===== src/rtl/mltd_pkg.sv =====
package mltd_pkg;

	localparam int MAX_TASKS_DEF = 32;
	localparam int LEVELS_DEF    = 3;

	localparam int TASK_W  = 16;
	localparam int KEY_W   = 38;
	localparam int BURST_W = 8;
	localparam int TIME_W  = 31;
	localparam int CMD_W   = 3;

	localparam logic signed [KEY_W-1:0] EXPIRED_KEY = 38'sh1F_FFFF_FFFF;
	localparam logic [15:0] LFSR_TAPS = 16'hB400;

	localparam logic [CMD_W-1:0] CMD_TIMER   = 3'd0;
	localparam logic [CMD_W-1:0] CMD_ARRIVAL = 3'd1;
	localparam logic [CMD_W-1:0] CMD_FINISH  = 3'd2;
	localparam logic [CMD_W-1:0] CMD_IO_REQ  = 3'd3;
	localparam logic [CMD_W-1:0] CMD_IO_END  = 3'd4;
	localparam logic [CMD_W-1:0] CMD_DECIDE  = 3'd5;

	localparam logic [2:0] REG_LEVEL_ZERO = 3'd0;
	localparam logic [2:0] REG_LEVEL_ONE  = 3'd1;
	localparam logic [2:0] REG_PERIOD     = 3'd2;
	localparam logic [2:0] REG_HIGH_WGT   = 3'd3;
	localparam logic [2:0] REG_LOW_WGT    = 3'd4;
	localparam logic [2:0] REG_SEED       = 3'd5;

	typedef struct packed {
		logic                     in_io;
		logic [TASK_W-1:0]        task_id;
		logic signed [KEY_W-1:0]  key;
		logic [BURST_W-1:0]       bursts;
	} entry_t;

	function automatic logic [15:0] lfsr_next(input logic [15:0] v);
		logic [15:0] n;
		n = v >> 1;
		if (v[0]) begin
			n = n ^ LFSR_TAPS;
		end
		if (n == 16'd0) begin
			n = 16'd1;
		end
		return n;
	endfunction

	function automatic logic [15:0] seed_of(input logic [15:0] s);
		return (s == 16'd0) ? 16'd1 : s;
	endfunction

endpackage


===== src/rtl/multilevel_deadline_task_dispatcher.sv =====
// channel  | dir | tvalid/tready       | tdata / tuser
// s_       | in  | s_tvalid, s_tready  | tdata event word, tuser cmd
// m_       | out | m_tvalid, m_tready  | tdata cpu_task, io_task, table_overflow
// apb      | in  | psel, penable       | paddr, pwdata, prdata (6 registers)
// Timer words finish at accept; a table edit goes from accept through a scan of every
// slot, one slot read per cycle, then through the write-back state back to idle.
// Decide runs a serial tick modulo, the same scan, then LFSR draws (step and wait states).
// Reset clears valid bits, tick count, overflow flag; LFSR and registers take defaults.
// A decide result waits in the output register; a new word is taken meanwhile.
module multilevel_deadline_task_dispatcher #(
	parameter int MAX_TASKS = mltd_pkg::MAX_TASKS_DEF,
	parameter int LEVELS    = mltd_pkg::LEVELS_DEF
) (
	input  logic         clk,
	input  logic         arst_n,
	input  logic         s_tvalid,
	output logic         s_tready,
	// high_priority, arrival_time, deadline, task_id, event_time, busy_io_task
	input  logic [127:0] s_tdata,
	// cmd
	input  logic [2:0]   s_tuser,
	output logic         m_tvalid,
	input  logic         m_tready,
	// cpu_task, io_task, table_overflow
	output logic [39:0]  m_tdata,
	input  logic         psel,
	input  logic         penable,
	input  logic         pwrite,
	input  logic [4:0]   paddr,
	input  logic [31:0]  pwdata,
	output logic [31:0]  prdata,
	output logic         pready
);

	localparam int IW  = $clog2(MAX_TASKS);
	localparam int CW  = IW + 1;
	localparam int LVW = $clog2(LEVELS);
	localparam int RS  = 16 + $clog2(LEVELS);
	localparam logic [16:0] RM = 17'((1 << RS) / LEVELS + 1);
	localparam logic [LVW-1:0] LV_ONE = LVW'((1 < LEVELS - 1) ? 1 : LEVELS - 1);
	localparam logic [LVW-1:0] LV_TOP = LVW'(LEVELS - 1);
	localparam int KW = mltd_pkg::KEY_W;
	localparam int TW = mltd_pkg::TASK_W;

	typedef enum logic [2:0] {
		ST_IDLE, ST_MODT, ST_MODW, ST_SCAN, ST_WRITE, ST_DSTEP, ST_DWAIT, ST_RESULT
	} state_t;

	state_t state_q;

	logic [7:0]  lz_q, l1_q;
	logic [15:0] period_q, seed_q;
	logic [3:0]  hw_q, lw_q;

	logic [2:0]  cmd_q;
	logic        hp_q;
	logic [30:0] arr_q, dl_q, now_q;
	logic [15:0] id_q, busy_q;

	logic [31:0] tick_q;
	logic [15:0] lfsr_q;
	logic        ovf_q;
	logic [MAX_TASKS-1:0] valid_q;

	logic [CW-1:0] rd_q;
	logic          v_s1;
	logic [IW-1:0] idx_s1;
	logic          clr_q;

	logic          free_fnd_q, cm_fnd_q, im_fnd_q, bio_fnd_q;
	logic [IW-1:0] free_idx_q, cm_idx_q, im_idx_q;
	logic [7:0]    cm_b_q, im_b_q;
	logic signed [KW-1:0] bio_key_q;
	logic [TW-1:0] bio_task_q;
	logic                 lb_vld_q  [LEVELS];
	logic signed [KW-1:0] lb_key_q  [LEVELS];
	logic [TW-1:0]        lb_task_q [LEVELS];

	logic [15:0] draws_q;
	logic [15:0] cpu_res_q;
	logic        m_tvalid_q;
	logic [39:0] m_tdata_q;

	logic               mem_we;
	logic [IW-1:0]      mem_waddr;
	mltd_pkg::entry_t   mem_wdata;
	mltd_pkg::entry_t   mem_rdata;

	logic        tmod_done;
	logic [15:0] tmod_rem;

	logic [35:0]    rprod_w;
	logic [15:0]    rq_w;
	logic [15:0]    rrem_w;
	logic [LVW-1:0] lvl_w;

	logic signed [31:0] diff_w;
	logic [3:0]         wgt_w;
	logic signed [36:0] prod_w;
	logic signed [KW-1:0] key_w;

	logic          s_acc;
	logic          cfg_wr;
	logic          e_vld;
	logic [LVW-1:0] e_lvl;
	logic [7:0]    e_b;
	logic          any_cpu;
	logic [TW-1:0] fb_task;
	logic [7:0]    sat_b;

	assign s_tready = (state_q == ST_IDLE);
	assign s_acc    = s_tvalid && s_tready;
	assign pready   = 1'b1;
	assign cfg_wr   = psel && penable && pwrite;

	assign diff_w = $signed({1'b0, dl_q}) - $signed({1'b0, arr_q});
	assign wgt_w  = hp_q ? hw_q : lw_q;
	assign prod_w = diff_w * $signed({1'b0, wgt_w});
	assign key_w  = (now_q > dl_q) ? mltd_pkg::EXPIRED_KEY : {prod_w[36], prod_w};

	assign rprod_w = 36'(lfsr_q) * 36'(RM);
	assign rq_w    = rprod_w[RS +: 16];
	assign rrem_w  = lfsr_q - rq_w * 16'(LEVELS);
	assign lvl_w   = rrem_w[LVW-1:0];

	assign e_vld = valid_q[idx_s1];
	assign e_b   = clr_q ? 8'd0 : mem_rdata.bursts;
	assign sat_b = (cm_b_q == 8'hFF) ? cm_b_q : cm_b_q + 8'd1;

	always_comb begin
		if (e_b <= lz_q) begin
			e_lvl = '0;
		end else if (e_b <= l1_q) begin
			e_lvl = LV_ONE;
		end else begin
			e_lvl = LV_TOP;
		end
	end

	always_comb begin
		any_cpu = 1'b0;
		fb_task = '0;
		for (int l = LEVELS - 1; l >= 0; l--) begin
			if (lb_vld_q[l]) begin
				any_cpu = 1'b1;
				fb_task = lb_task_q[l];
			end
		end
	end

	always_comb begin
		case (paddr[4:2])
			mltd_pkg::REG_LEVEL_ZERO: prdata = {24'd0, lz_q};
			mltd_pkg::REG_LEVEL_ONE:  prdata = {24'd0, l1_q};
			mltd_pkg::REG_PERIOD:     prdata = {16'd0, period_q};
			mltd_pkg::REG_HIGH_WGT:   prdata = {28'd0, hw_q};
			mltd_pkg::REG_LOW_WGT:    prdata = {28'd0, lw_q};
			mltd_pkg::REG_SEED:       prdata = {16'd0, seed_q};
			default:                  prdata = 32'd0;
		endcase
	end

	always_comb begin
		mem_we    = 1'b0;
		mem_waddr = idx_s1;
		mem_wdata = mem_rdata;
		mem_wdata.bursts = 8'd0;
		if (state_q == ST_SCAN && v_s1 && clr_q) begin
			mem_we = 1'b1;
		end else if (state_q == ST_WRITE) begin
			mem_wdata.task_id = id_q;
			mem_wdata.key     = key_w;
			mem_waddr         = free_idx_q;
			case (cmd_q)
				mltd_pkg::CMD_ARRIVAL: begin
					mem_we          = free_fnd_q;
					mem_wdata.in_io = 1'b0;
				end
				mltd_pkg::CMD_IO_REQ: begin
					mem_wdata.in_io = 1'b1;
					if (cm_fnd_q) begin
						mem_we           = 1'b1;
						mem_waddr        = cm_idx_q;
						mem_wdata.bursts = sat_b;
					end else begin
						mem_we           = free_fnd_q;
						mem_wdata.bursts = 8'd1;
					end
				end
				mltd_pkg::CMD_IO_END: begin
					mem_wdata.in_io = 1'b0;
					if (im_fnd_q) begin
						mem_we           = 1'b1;
						mem_waddr        = im_idx_q;
						mem_wdata.bursts = im_b_q;
					end else begin
						mem_we = free_fnd_q;
					end
				end
				default: begin
					mem_we = 1'b0;
				end
			endcase
		end
	end

	mltd_table #(.DEPTH(MAX_TASKS), .AW(IW)) u_table (
		.clk   (clk),
		.we    (mem_we),
		.waddr (mem_waddr),
		.wdata (mem_wdata),
		.raddr (rd_q[IW-1:0]),
		.rdata (mem_rdata)
	);

	mltd_smod #(.DW(32), .VW(16)) u_tmod (
		.clk      (clk),
		.arst_n   (arst_n),
		.start    (state_q == ST_MODT),
		.dividend (tick_q),
		.divisor  (period_q),
		.done     (tmod_done),
		.rem      (tmod_rem)
	);

	always_ff @(posedge clk or negedge arst_n) begin
		if (!arst_n) begin
			state_q    <= ST_IDLE;
			lz_q       <= 8'd3;
			l1_q       <= 8'd10;
			period_q   <= 16'd20;
			hw_q       <= 4'd4;
			lw_q       <= 4'd5;
			seed_q     <= 16'd1;
			tick_q     <= '0;
			lfsr_q     <= 16'd1;
			ovf_q      <= 1'b0;
			valid_q    <= '0;
			rd_q       <= '0;
			v_s1       <= 1'b0;
			clr_q      <= 1'b0;
			m_tvalid_q <= 1'b0;
			draws_q    <= '0;
		end else begin
			if (m_tvalid_q && m_tready && state_q != ST_RESULT) begin
				m_tvalid_q <= 1'b0;
			end
			if (cfg_wr) begin
				case (paddr[4:2])
					mltd_pkg::REG_LEVEL_ZERO: lz_q <= pwdata[7:0];
					mltd_pkg::REG_LEVEL_ONE:  l1_q <= pwdata[7:0];
					mltd_pkg::REG_PERIOD:     period_q <= pwdata[15:0];
					mltd_pkg::REG_HIGH_WGT:   hw_q <= pwdata[3:0];
					mltd_pkg::REG_LOW_WGT:    lw_q <= pwdata[3:0];
					mltd_pkg::REG_SEED: begin
						seed_q <= pwdata[15:0];
						lfsr_q <= mltd_pkg::seed_of(pwdata[15:0]);
					end
					default: begin
					end
				endcase
			end
			case (state_q)
				ST_IDLE: begin
					if (s_acc) begin
						cmd_q  <= s_tuser;
						hp_q   <= s_tdata[0];
						arr_q  <= s_tdata[31:1];
						dl_q   <= s_tdata[62:32];
						id_q   <= s_tdata[78:63];
						now_q  <= s_tdata[109:79];
						busy_q <= s_tdata[125:110];
						clr_q      <= 1'b0;
						rd_q       <= '0;
						v_s1       <= 1'b0;
						free_fnd_q <= 1'b0;
						cm_fnd_q   <= 1'b0;
						im_fnd_q   <= 1'b0;
						bio_fnd_q  <= 1'b0;
						for (int l = 0; l < LEVELS; l++) begin
							lb_vld_q[l] <= 1'b0;
						end
						case (s_tuser)
							mltd_pkg::CMD_TIMER: tick_q <= tick_q + 32'd1;
							mltd_pkg::CMD_ARRIVAL,
							mltd_pkg::CMD_FINISH,
							mltd_pkg::CMD_IO_REQ,
							mltd_pkg::CMD_IO_END: state_q <= ST_SCAN;
							mltd_pkg::CMD_DECIDE: state_q <= ST_MODT;
							default: state_q <= ST_IDLE;
						endcase
					end
				end
				ST_MODT: begin
					state_q <= ST_MODW;
				end
				ST_MODW: begin
					if (tmod_done) begin
						clr_q   <= (period_q != 16'd0) && (tmod_rem == 16'd0);
						state_q <= ST_SCAN;
					end
				end
				ST_SCAN: begin
					if (rd_q != CW'(MAX_TASKS)) begin
						rd_q   <= rd_q + 1'b1;
						v_s1   <= 1'b1;
						idx_s1 <= rd_q[IW-1:0];
					end else begin
						v_s1 <= 1'b0;
					end
					if (v_s1) begin
						if (!e_vld && !free_fnd_q) begin
							free_fnd_q <= 1'b1;
							free_idx_q <= idx_s1;
						end
						if (e_vld && mem_rdata.task_id == id_q) begin
							if (!mem_rdata.in_io && !cm_fnd_q) begin
								cm_fnd_q <= 1'b1;
								cm_idx_q <= idx_s1;
								cm_b_q   <= mem_rdata.bursts;
							end
							if (mem_rdata.in_io && !im_fnd_q) begin
								im_fnd_q <= 1'b1;
								im_idx_q <= idx_s1;
								im_b_q   <= mem_rdata.bursts;
							end
						end
						if (e_vld && mem_rdata.in_io &&
								(!bio_fnd_q || mem_rdata.key < bio_key_q)) begin
							bio_fnd_q  <= 1'b1;
							bio_key_q  <= mem_rdata.key;
							bio_task_q <= mem_rdata.task_id;
						end
						for (int l = 0; l < LEVELS; l++) begin
							if (e_vld && !mem_rdata.in_io && e_lvl == LVW'(l) &&
									(!lb_vld_q[l] || mem_rdata.key < lb_key_q[l])) begin
								lb_vld_q[l]  <= 1'b1;
								lb_key_q[l]  <= mem_rdata.key;
								lb_task_q[l] <= mem_rdata.task_id;
							end
						end
					end
					if (rd_q == CW'(MAX_TASKS) && !v_s1) begin
						if (cmd_q == mltd_pkg::CMD_DECIDE) begin
							cpu_res_q <= '0;
							draws_q   <= '0;
							state_q   <= any_cpu ? ST_DSTEP : ST_RESULT;
						end else begin
							state_q <= ST_WRITE;
						end
					end
				end
				ST_WRITE: begin
					case (cmd_q)
						mltd_pkg::CMD_FINISH: begin
							if (cm_fnd_q) begin
								valid_q[cm_idx_q] <= 1'b0;
							end
							if (im_fnd_q) begin
								valid_q[im_idx_q] <= 1'b0;
							end
						end
						mltd_pkg::CMD_ARRIVAL: begin
							if (free_fnd_q) begin
								valid_q[free_idx_q] <= 1'b1;
							end else begin
								ovf_q <= 1'b1;
							end
						end
						mltd_pkg::CMD_IO_REQ: begin
							if (!cm_fnd_q) begin
								if (free_fnd_q) begin
									valid_q[free_idx_q] <= 1'b1;
								end else begin
									ovf_q <= 1'b1;
								end
							end
						end
						mltd_pkg::CMD_IO_END: begin
							if (!im_fnd_q) begin
								if (free_fnd_q) begin
									valid_q[free_idx_q] <= 1'b1;
								end else begin
									ovf_q <= 1'b1;
								end
							end
						end
						default: begin
						end
					endcase
					state_q <= ST_IDLE;
				end
				ST_DSTEP: begin
					lfsr_q  <= mltd_pkg::lfsr_next(lfsr_q);
					state_q <= ST_DWAIT;
				end
				ST_DWAIT: begin
					if (lb_vld_q[lvl_w]) begin
						cpu_res_q <= lb_task_q[lvl_w];
						state_q   <= ST_RESULT;
					end else if (draws_q == 16'hFFFE) begin
						cpu_res_q <= fb_task;
						state_q   <= ST_RESULT;
					end else begin
						draws_q <= draws_q + 16'd1;
						state_q <= ST_DSTEP;
					end
				end
				ST_RESULT: begin
					if (!m_tvalid_q || m_tready) begin
						m_tvalid_q <= 1'b1;
						m_tdata_q  <= {7'd0, ovf_q,
							(busy_q != 16'd0) ? busy_q : (bio_fnd_q ? bio_task_q : 16'd0),
							cpu_res_q};
						state_q <= ST_IDLE;
					end
				end
				default: begin
					state_q <= ST_IDLE;
				end
			endcase
		end
	end

	assign m_tvalid = m_tvalid_q;
	assign m_tdata  = m_tdata_q;

	a_clear_writes_only: assert property (@(posedge clk) disable iff (!arst_n)
		(state_q == ST_SCAN && mem_we) |-> clr_q)
		else $error("scan write without burst clear");

	a_result_from_fsm: assert property (@(posedge clk) disable iff (!arst_n)
		$rose(m_tvalid_q) |-> $past(state_q == ST_RESULT))
		else $error("result raised outside result state");

	a_idle_no_scan: assert property (@(posedge clk) disable iff (!arst_n)
		s_tready |-> !v_s1)
		else $error("scan stage busy while idle");

	a_level_range: assert property (@(posedge clk) disable iff (!arst_n)
		(state_q == ST_DWAIT) |-> (rrem_w < 16'(LEVELS)))
		else $error("drawn level out of range");

endmodule


===== src/rtl/mltd_table.sv =====
module mltd_table #(
	parameter int DEPTH = mltd_pkg::MAX_TASKS_DEF,
	parameter int AW = $clog2(DEPTH)
) (
	input  logic                  clk,
	input  logic                  we,
	input  logic [AW-1:0]         waddr,
	input  mltd_pkg::entry_t      wdata,
	input  logic [AW-1:0]         raddr,
	output mltd_pkg::entry_t      rdata
);

	mltd_pkg::entry_t mem [DEPTH];

	always_ff @(posedge clk) begin
		if (we) begin
			mem[waddr] <= wdata;
		end
		rdata <= mem[raddr];
	end

endmodule


===== src/rtl/mltd_smod.sv =====
module mltd_smod #(
	parameter int DW = 32,
	parameter int VW = 16
) (
	input  logic          clk,
	input  logic          arst_n,
	input  logic          start,
	input  logic [DW-1:0] dividend,
	input  logic [VW-1:0] divisor,
	output logic          done,
	output logic [VW-1:0] rem
);

	localparam int CNW = $clog2(DW + 1);

	logic [DW-1:0]  sh_q;
	logic [VW-1:0]  r_q;
	logic [CNW-1:0] cnt_q;
	logic           run_q;
	logic           done_q;
	logic [VW:0]    t_w;
	logic [VW:0]    nxt_w;

	assign t_w   = {r_q, sh_q[DW-1]};
	assign nxt_w = (t_w >= {1'b0, divisor}) ? (t_w - {1'b0, divisor}) : t_w;

	always_ff @(posedge clk or negedge arst_n) begin
		if (!arst_n) begin
			run_q  <= 1'b0;
			done_q <= 1'b0;
			cnt_q  <= '0;
		end else begin
			done_q <= 1'b0;
			if (start) begin
				sh_q  <= dividend;
				r_q   <= '0;
				cnt_q <= CNW'(DW);
				run_q <= 1'b1;
			end else if (run_q) begin
				sh_q  <= sh_q << 1;
				r_q   <= nxt_w[VW-1:0];
				cnt_q <= cnt_q - 1'b1;
				if (cnt_q == CNW'(1)) begin
					run_q  <= 1'b0;
					done_q <= 1'b1;
				end
			end
		end
	end

	assign done = done_q;
	assign rem  = r_q;

endmodule


===== config.mk =====
export PLATFORM = sky130hd
export DESIGN_NAME = multilevel_deadline_task_dispatcher
export DESIGN_NICKNAME = d
export VERILOG_FILES = /design/src/rtl/mltd_pkg.sv /design/src/rtl/multilevel_deadline_task_dispatcher.sv /design/src/rtl/mltd_table.sv /design/src/rtl/mltd_smod.sv
export SDC_FILE = /design/constraint.sdc
export NUM_CORES = 2
export LEC_CHECK = 0
export ABC_AREA = 1
export BUFFER_PORTS_ARGS = -buffer_cell sky130_fd_sc_hd__buf_2
export CAP_MARGIN = 20
export CORE_MARGIN = 3
export CORE_UTILIZATION = 35
export CTS_CLUSTER_DIAMETER = 100
export DETAILED_ROUTE_END_ITERATION = 7
export PLACE_DENSITY = 0.51
export SLEW_MARGIN = 20
export SYNTH_ARGS = -nofsm -noshare
export SYNTH_HDL_FRONTEND = slang
export SYNTH_SLANG_ARGS = --single-unit

===== constraint.sdc =====
create_clock -name clk -period 14.13 [get_ports clk]
set_input_delay 1.413 -clock clk [delete_from_list [all_inputs] [get_ports clk]]
set_output_delay 1.413 -clock clk [all_outputs]
set_load 0.005 [all_outputs]

==> run_results.csv <==
group,metric,value,unit
run_status,status,"finished clean",
critical_path,crit_arrival,8.72,ns
floorplan,die_h,594,um
critical_path,crit_top_cell,"nand2_1",
route,drt_wl_total,370000,um
synthesis,synth-edff-count,2501,
clock_tree,cts.root.buffer_cell,"clkbuf_16",
critical_path,endpoint,"cpu_res_q[13]",
critical_path,slowest_stage,"dfrtp_1",
clock_tree,clock-sinks,2737,
placement,port_buffers,205,
clock_tree,insertion_delay,0.88,ns
placement,routabilityCongestion,0.878,
synthesis,synth.distinct_cells,69,
route,via_per_inst,5.43,
critical_path,r2r_cells,30,
timing,maxSlewHeadroom,0.111,
grt,grt_overflow,0,
critical_path,cp_slowest_stage_delay,0.65,ns
timing,tns,0,ns
timing,finalCriticalPeriod,8.26,ns
clock_tree,cts_htree_levels,5,
floorplan,floorplan.initialDensity,0.352,
clock_tree,clockBufferDepth,4,
critical_path,reg2reg_to,"cpu_res_q[13]",
timing,worst_slew_pin_slew,1.32,ns
synthesis,synthCells,10100,
synthesis,ys_warn_count,0,
timing,setup_slack,5.87,ns
critical_path,worstSetupPathType,"reg -> reg",
synthesis,async_reset_ff_frac,0.0632,
hold_path,hp-class,"reg -> reg",
placement,dp_cells,14600,
route,vias,82100,
timing,fmax,121,MHz
route,routedWlPerCell,24.5,um
critical_path,critPathLaunch,"lfsr_q[1]",
clock_tree,postCtsHoldBufs,0,
critical_path,reg2reg_from,"lfsr_q[1]",
grt,grt_pass1_vias,80200,
route,drtIter0Drc,8214,
synthesis,avgSynthCellArea,12.0,um2
finish,drive_gt1_frac,0.0922,
route,postRouteAntennaNets,0,
synthesis,synth.cell_area,121000,um2
timing,slew_viol_final,0,
critical_path,end_kind,"flip-flop",
floorplan,die-area,352000,um2
placement,place_hpwl,212000,um
grt,antenna_found_initial,15,
critical_path,crit_required,14.59,ns
floorplan,num_rows,215,
grt,grt_max_degree,184,
clock_tree,cts_setup_buffers,0,
synthesis,ys_ff_latch,2737,
timing,setup_viol,0,
critical_path,worstSetupStartpointType,"flip-flop",
clock_tree,clk_pin_slew,0.06,ns
placement,dp_slack,5.91,ns
floorplan,core,344000,um2
timing,hold_viol,0,
route,drcViolationCount,0,
floorplan,pin_count,250,
timing,rsz0062_at_grt,"false",
finish,syn2layout_area_growth,13.6,%
synthesis,synth_area_leaders,"edfxtp_1 62%, o21ai_0 5.5%, nor2_1 4.6%",
synthesis,yosys.area.top_type,"edfxtp_1",
timing,clock_skew,0.0574,ns
critical_path,crit_fanout,18,
synthesis,yosys_most_used_dff,"edfxtp_1",
clock_tree,cts_tree,"built",
finish,nFillCells,32300,
route,first_pass_iters,6,
finish,final_cell_count_no_fill,15100,
grt,grt_pass1_wl,540000,um
synthesis,seq_area_frac_synth,0.668,
grt,grtUsageTotal,0.203,
critical_path,timing.reg2reg.setup_slack,5.87,ns
clock_tree,cts_buffers,298,
finish,nets,11000,
floorplan,die_w,594,um
clock_tree,ctsResizeCount,0,
synthesis,synth.top_cell.area_share,0.621,
run,maxCapViolCount,0,
timing,period_share,0.584,
## cell usage in the layout, fill, tap and decap left out, types with 15 or more instances in the layout
cell type,n
o21bai_1,28
nor2_4,38
o21ai_0,1320
buf_2,204
nand2_1,875
clkbuf_16,308
nor2_1,1445
nor4_1,40
edfxtp_1,2501
o221ai_1,180
nand3_1,177
o211ai_1,56
or2_2,15
fa_1,118
conb_1,24
nor3_1,85
nand4_1,89
a31oi_1,25
inv_1,802
clkinv_1,57
buf_4,182
a32oi_1,25
a221oi_1,40
o22ai_1,361
clkbuf_1,79
mux2_2,16
bufinv_16,24
xnor2_1,45
diode_2,26
clkinv_2,35
ha_1,401
a22oi_1,62
a21oi_1,319
xor2_1,76
dfxtp_1,63
a21oi_2,22
dfrtp_1,158
## routing by layer
layer	vias up	part of all wire	track usage	wire (um)
li1	37000	-	-	-
met4	2	0.026	0.0535	9500
met1	41800	0.43	0.279	160000
met2	2853	0.47	0.338	176000
met5	-	0.000035	0	13
met3	536	0.068	0.0275	25000
## cell families (layout without fill, tap and decap cells)
family                   Yosys count  after routing  synth area share
multiplexers                      16             16           0.00149
buffers and inverters           1337           1742            0.0425
XOR/XNOR                         121            121           0.00877
other                              2             50         0.0000621
AND/OR/NAND/NOR                 2811           2811            0.0951
flip-flops                      2737           2737             0.668
adder cells (fa/ha/maj)          519            519            0.0611
AO/OA/AOI/OAI                   2563           2563             0.123
## metrics by stage
stage	area, um2	utilization	hold WS, ns
after global routing	137000	0.400	0.430
after floorplan	121000	-	0.400
after CTS	137000	0.399	0.425
final	137000	0.400	0.419
after detailed placement	128000	0.372	0.409
after global placement	128000	0.372	0.411
## registers in the layout (all words and copies together), names as in the netlist, 31 cells and up
name	count
u_table.mem	2016
lb_key_q	114
u_tmod.sh_q	32
m_tdata	33
tick_q	32
u_table.rdata	63
arr_q	31
dl_q	31
now_q	31
valid_q	32
lb_task_q	48
bio_key_q	38
## critical path, delay by kind of cell, from the launching register on
kind | cells | cell delay [ns]
flip-flops | 1 | 0.65
adder cells (fa/ha/maj) | 9 | 3.81
AND/OR/NAND/NOR | 13 | 2.00
buffers and inverters | 7 | 1.23
AO/OA/AOI/OAI | 1 | 0.17
## cell usage after synthesis, types with 91 or more instances
| master | number |
|---|---|
| fa_1 | 118 |
| nor2_1 | 1481 |
| inv_1 | 808 |
| ha_1 | 401 |
| nor3_1 | 91 |
| nand3_1 | 177 |
| a21oi_1 | 349 |
| nand2_1 | 877 |
| clkbuf_1 | 457 |
| o22ai_1 | 361 |
| o221ai_1 | 180 |
| edfxtp_1 | 2501 |
| o21ai_0 | 1326 |
| dfrtp_1 | 162 |
## how the worst min path moves through the flow
stage                        startpoint           to  cells after the start
after floorplan            cpu_res_q[0]   m_tdata[0]                      0
after global placement     cpu_res_q[3]   m_tdata[3]                      0
after detailed placement   cpu_res_q[2]   m_tdata[2]                      0
after CTS                 cpu_res_q[13]  m_tdata[13]                      0
after global routing       cpu_res_q[4]   m_tdata[4]                      0
final                     cpu_res_q[13]  m_tdata[13]                      0
## cell type report
type	instances	area, um2	share of cell area
Inverter	819	3110	0.0226
Clock buffer	399	8170	0.0595
Antenna cell	26	65.1	0.000474
Multi-Input combinational cell	6054	35700	0.260
Clock inverter	130	1280	0.00935
Sequential cell	2737	80700	0.588
Tap cell	4557	5700	0.0415
Timing Repair Buffer	394	2530	0.0184
Power is left out: the tool's default activity adds up to more than one toggle a clock period on the data nets, which glitch-free logic cannot reach.
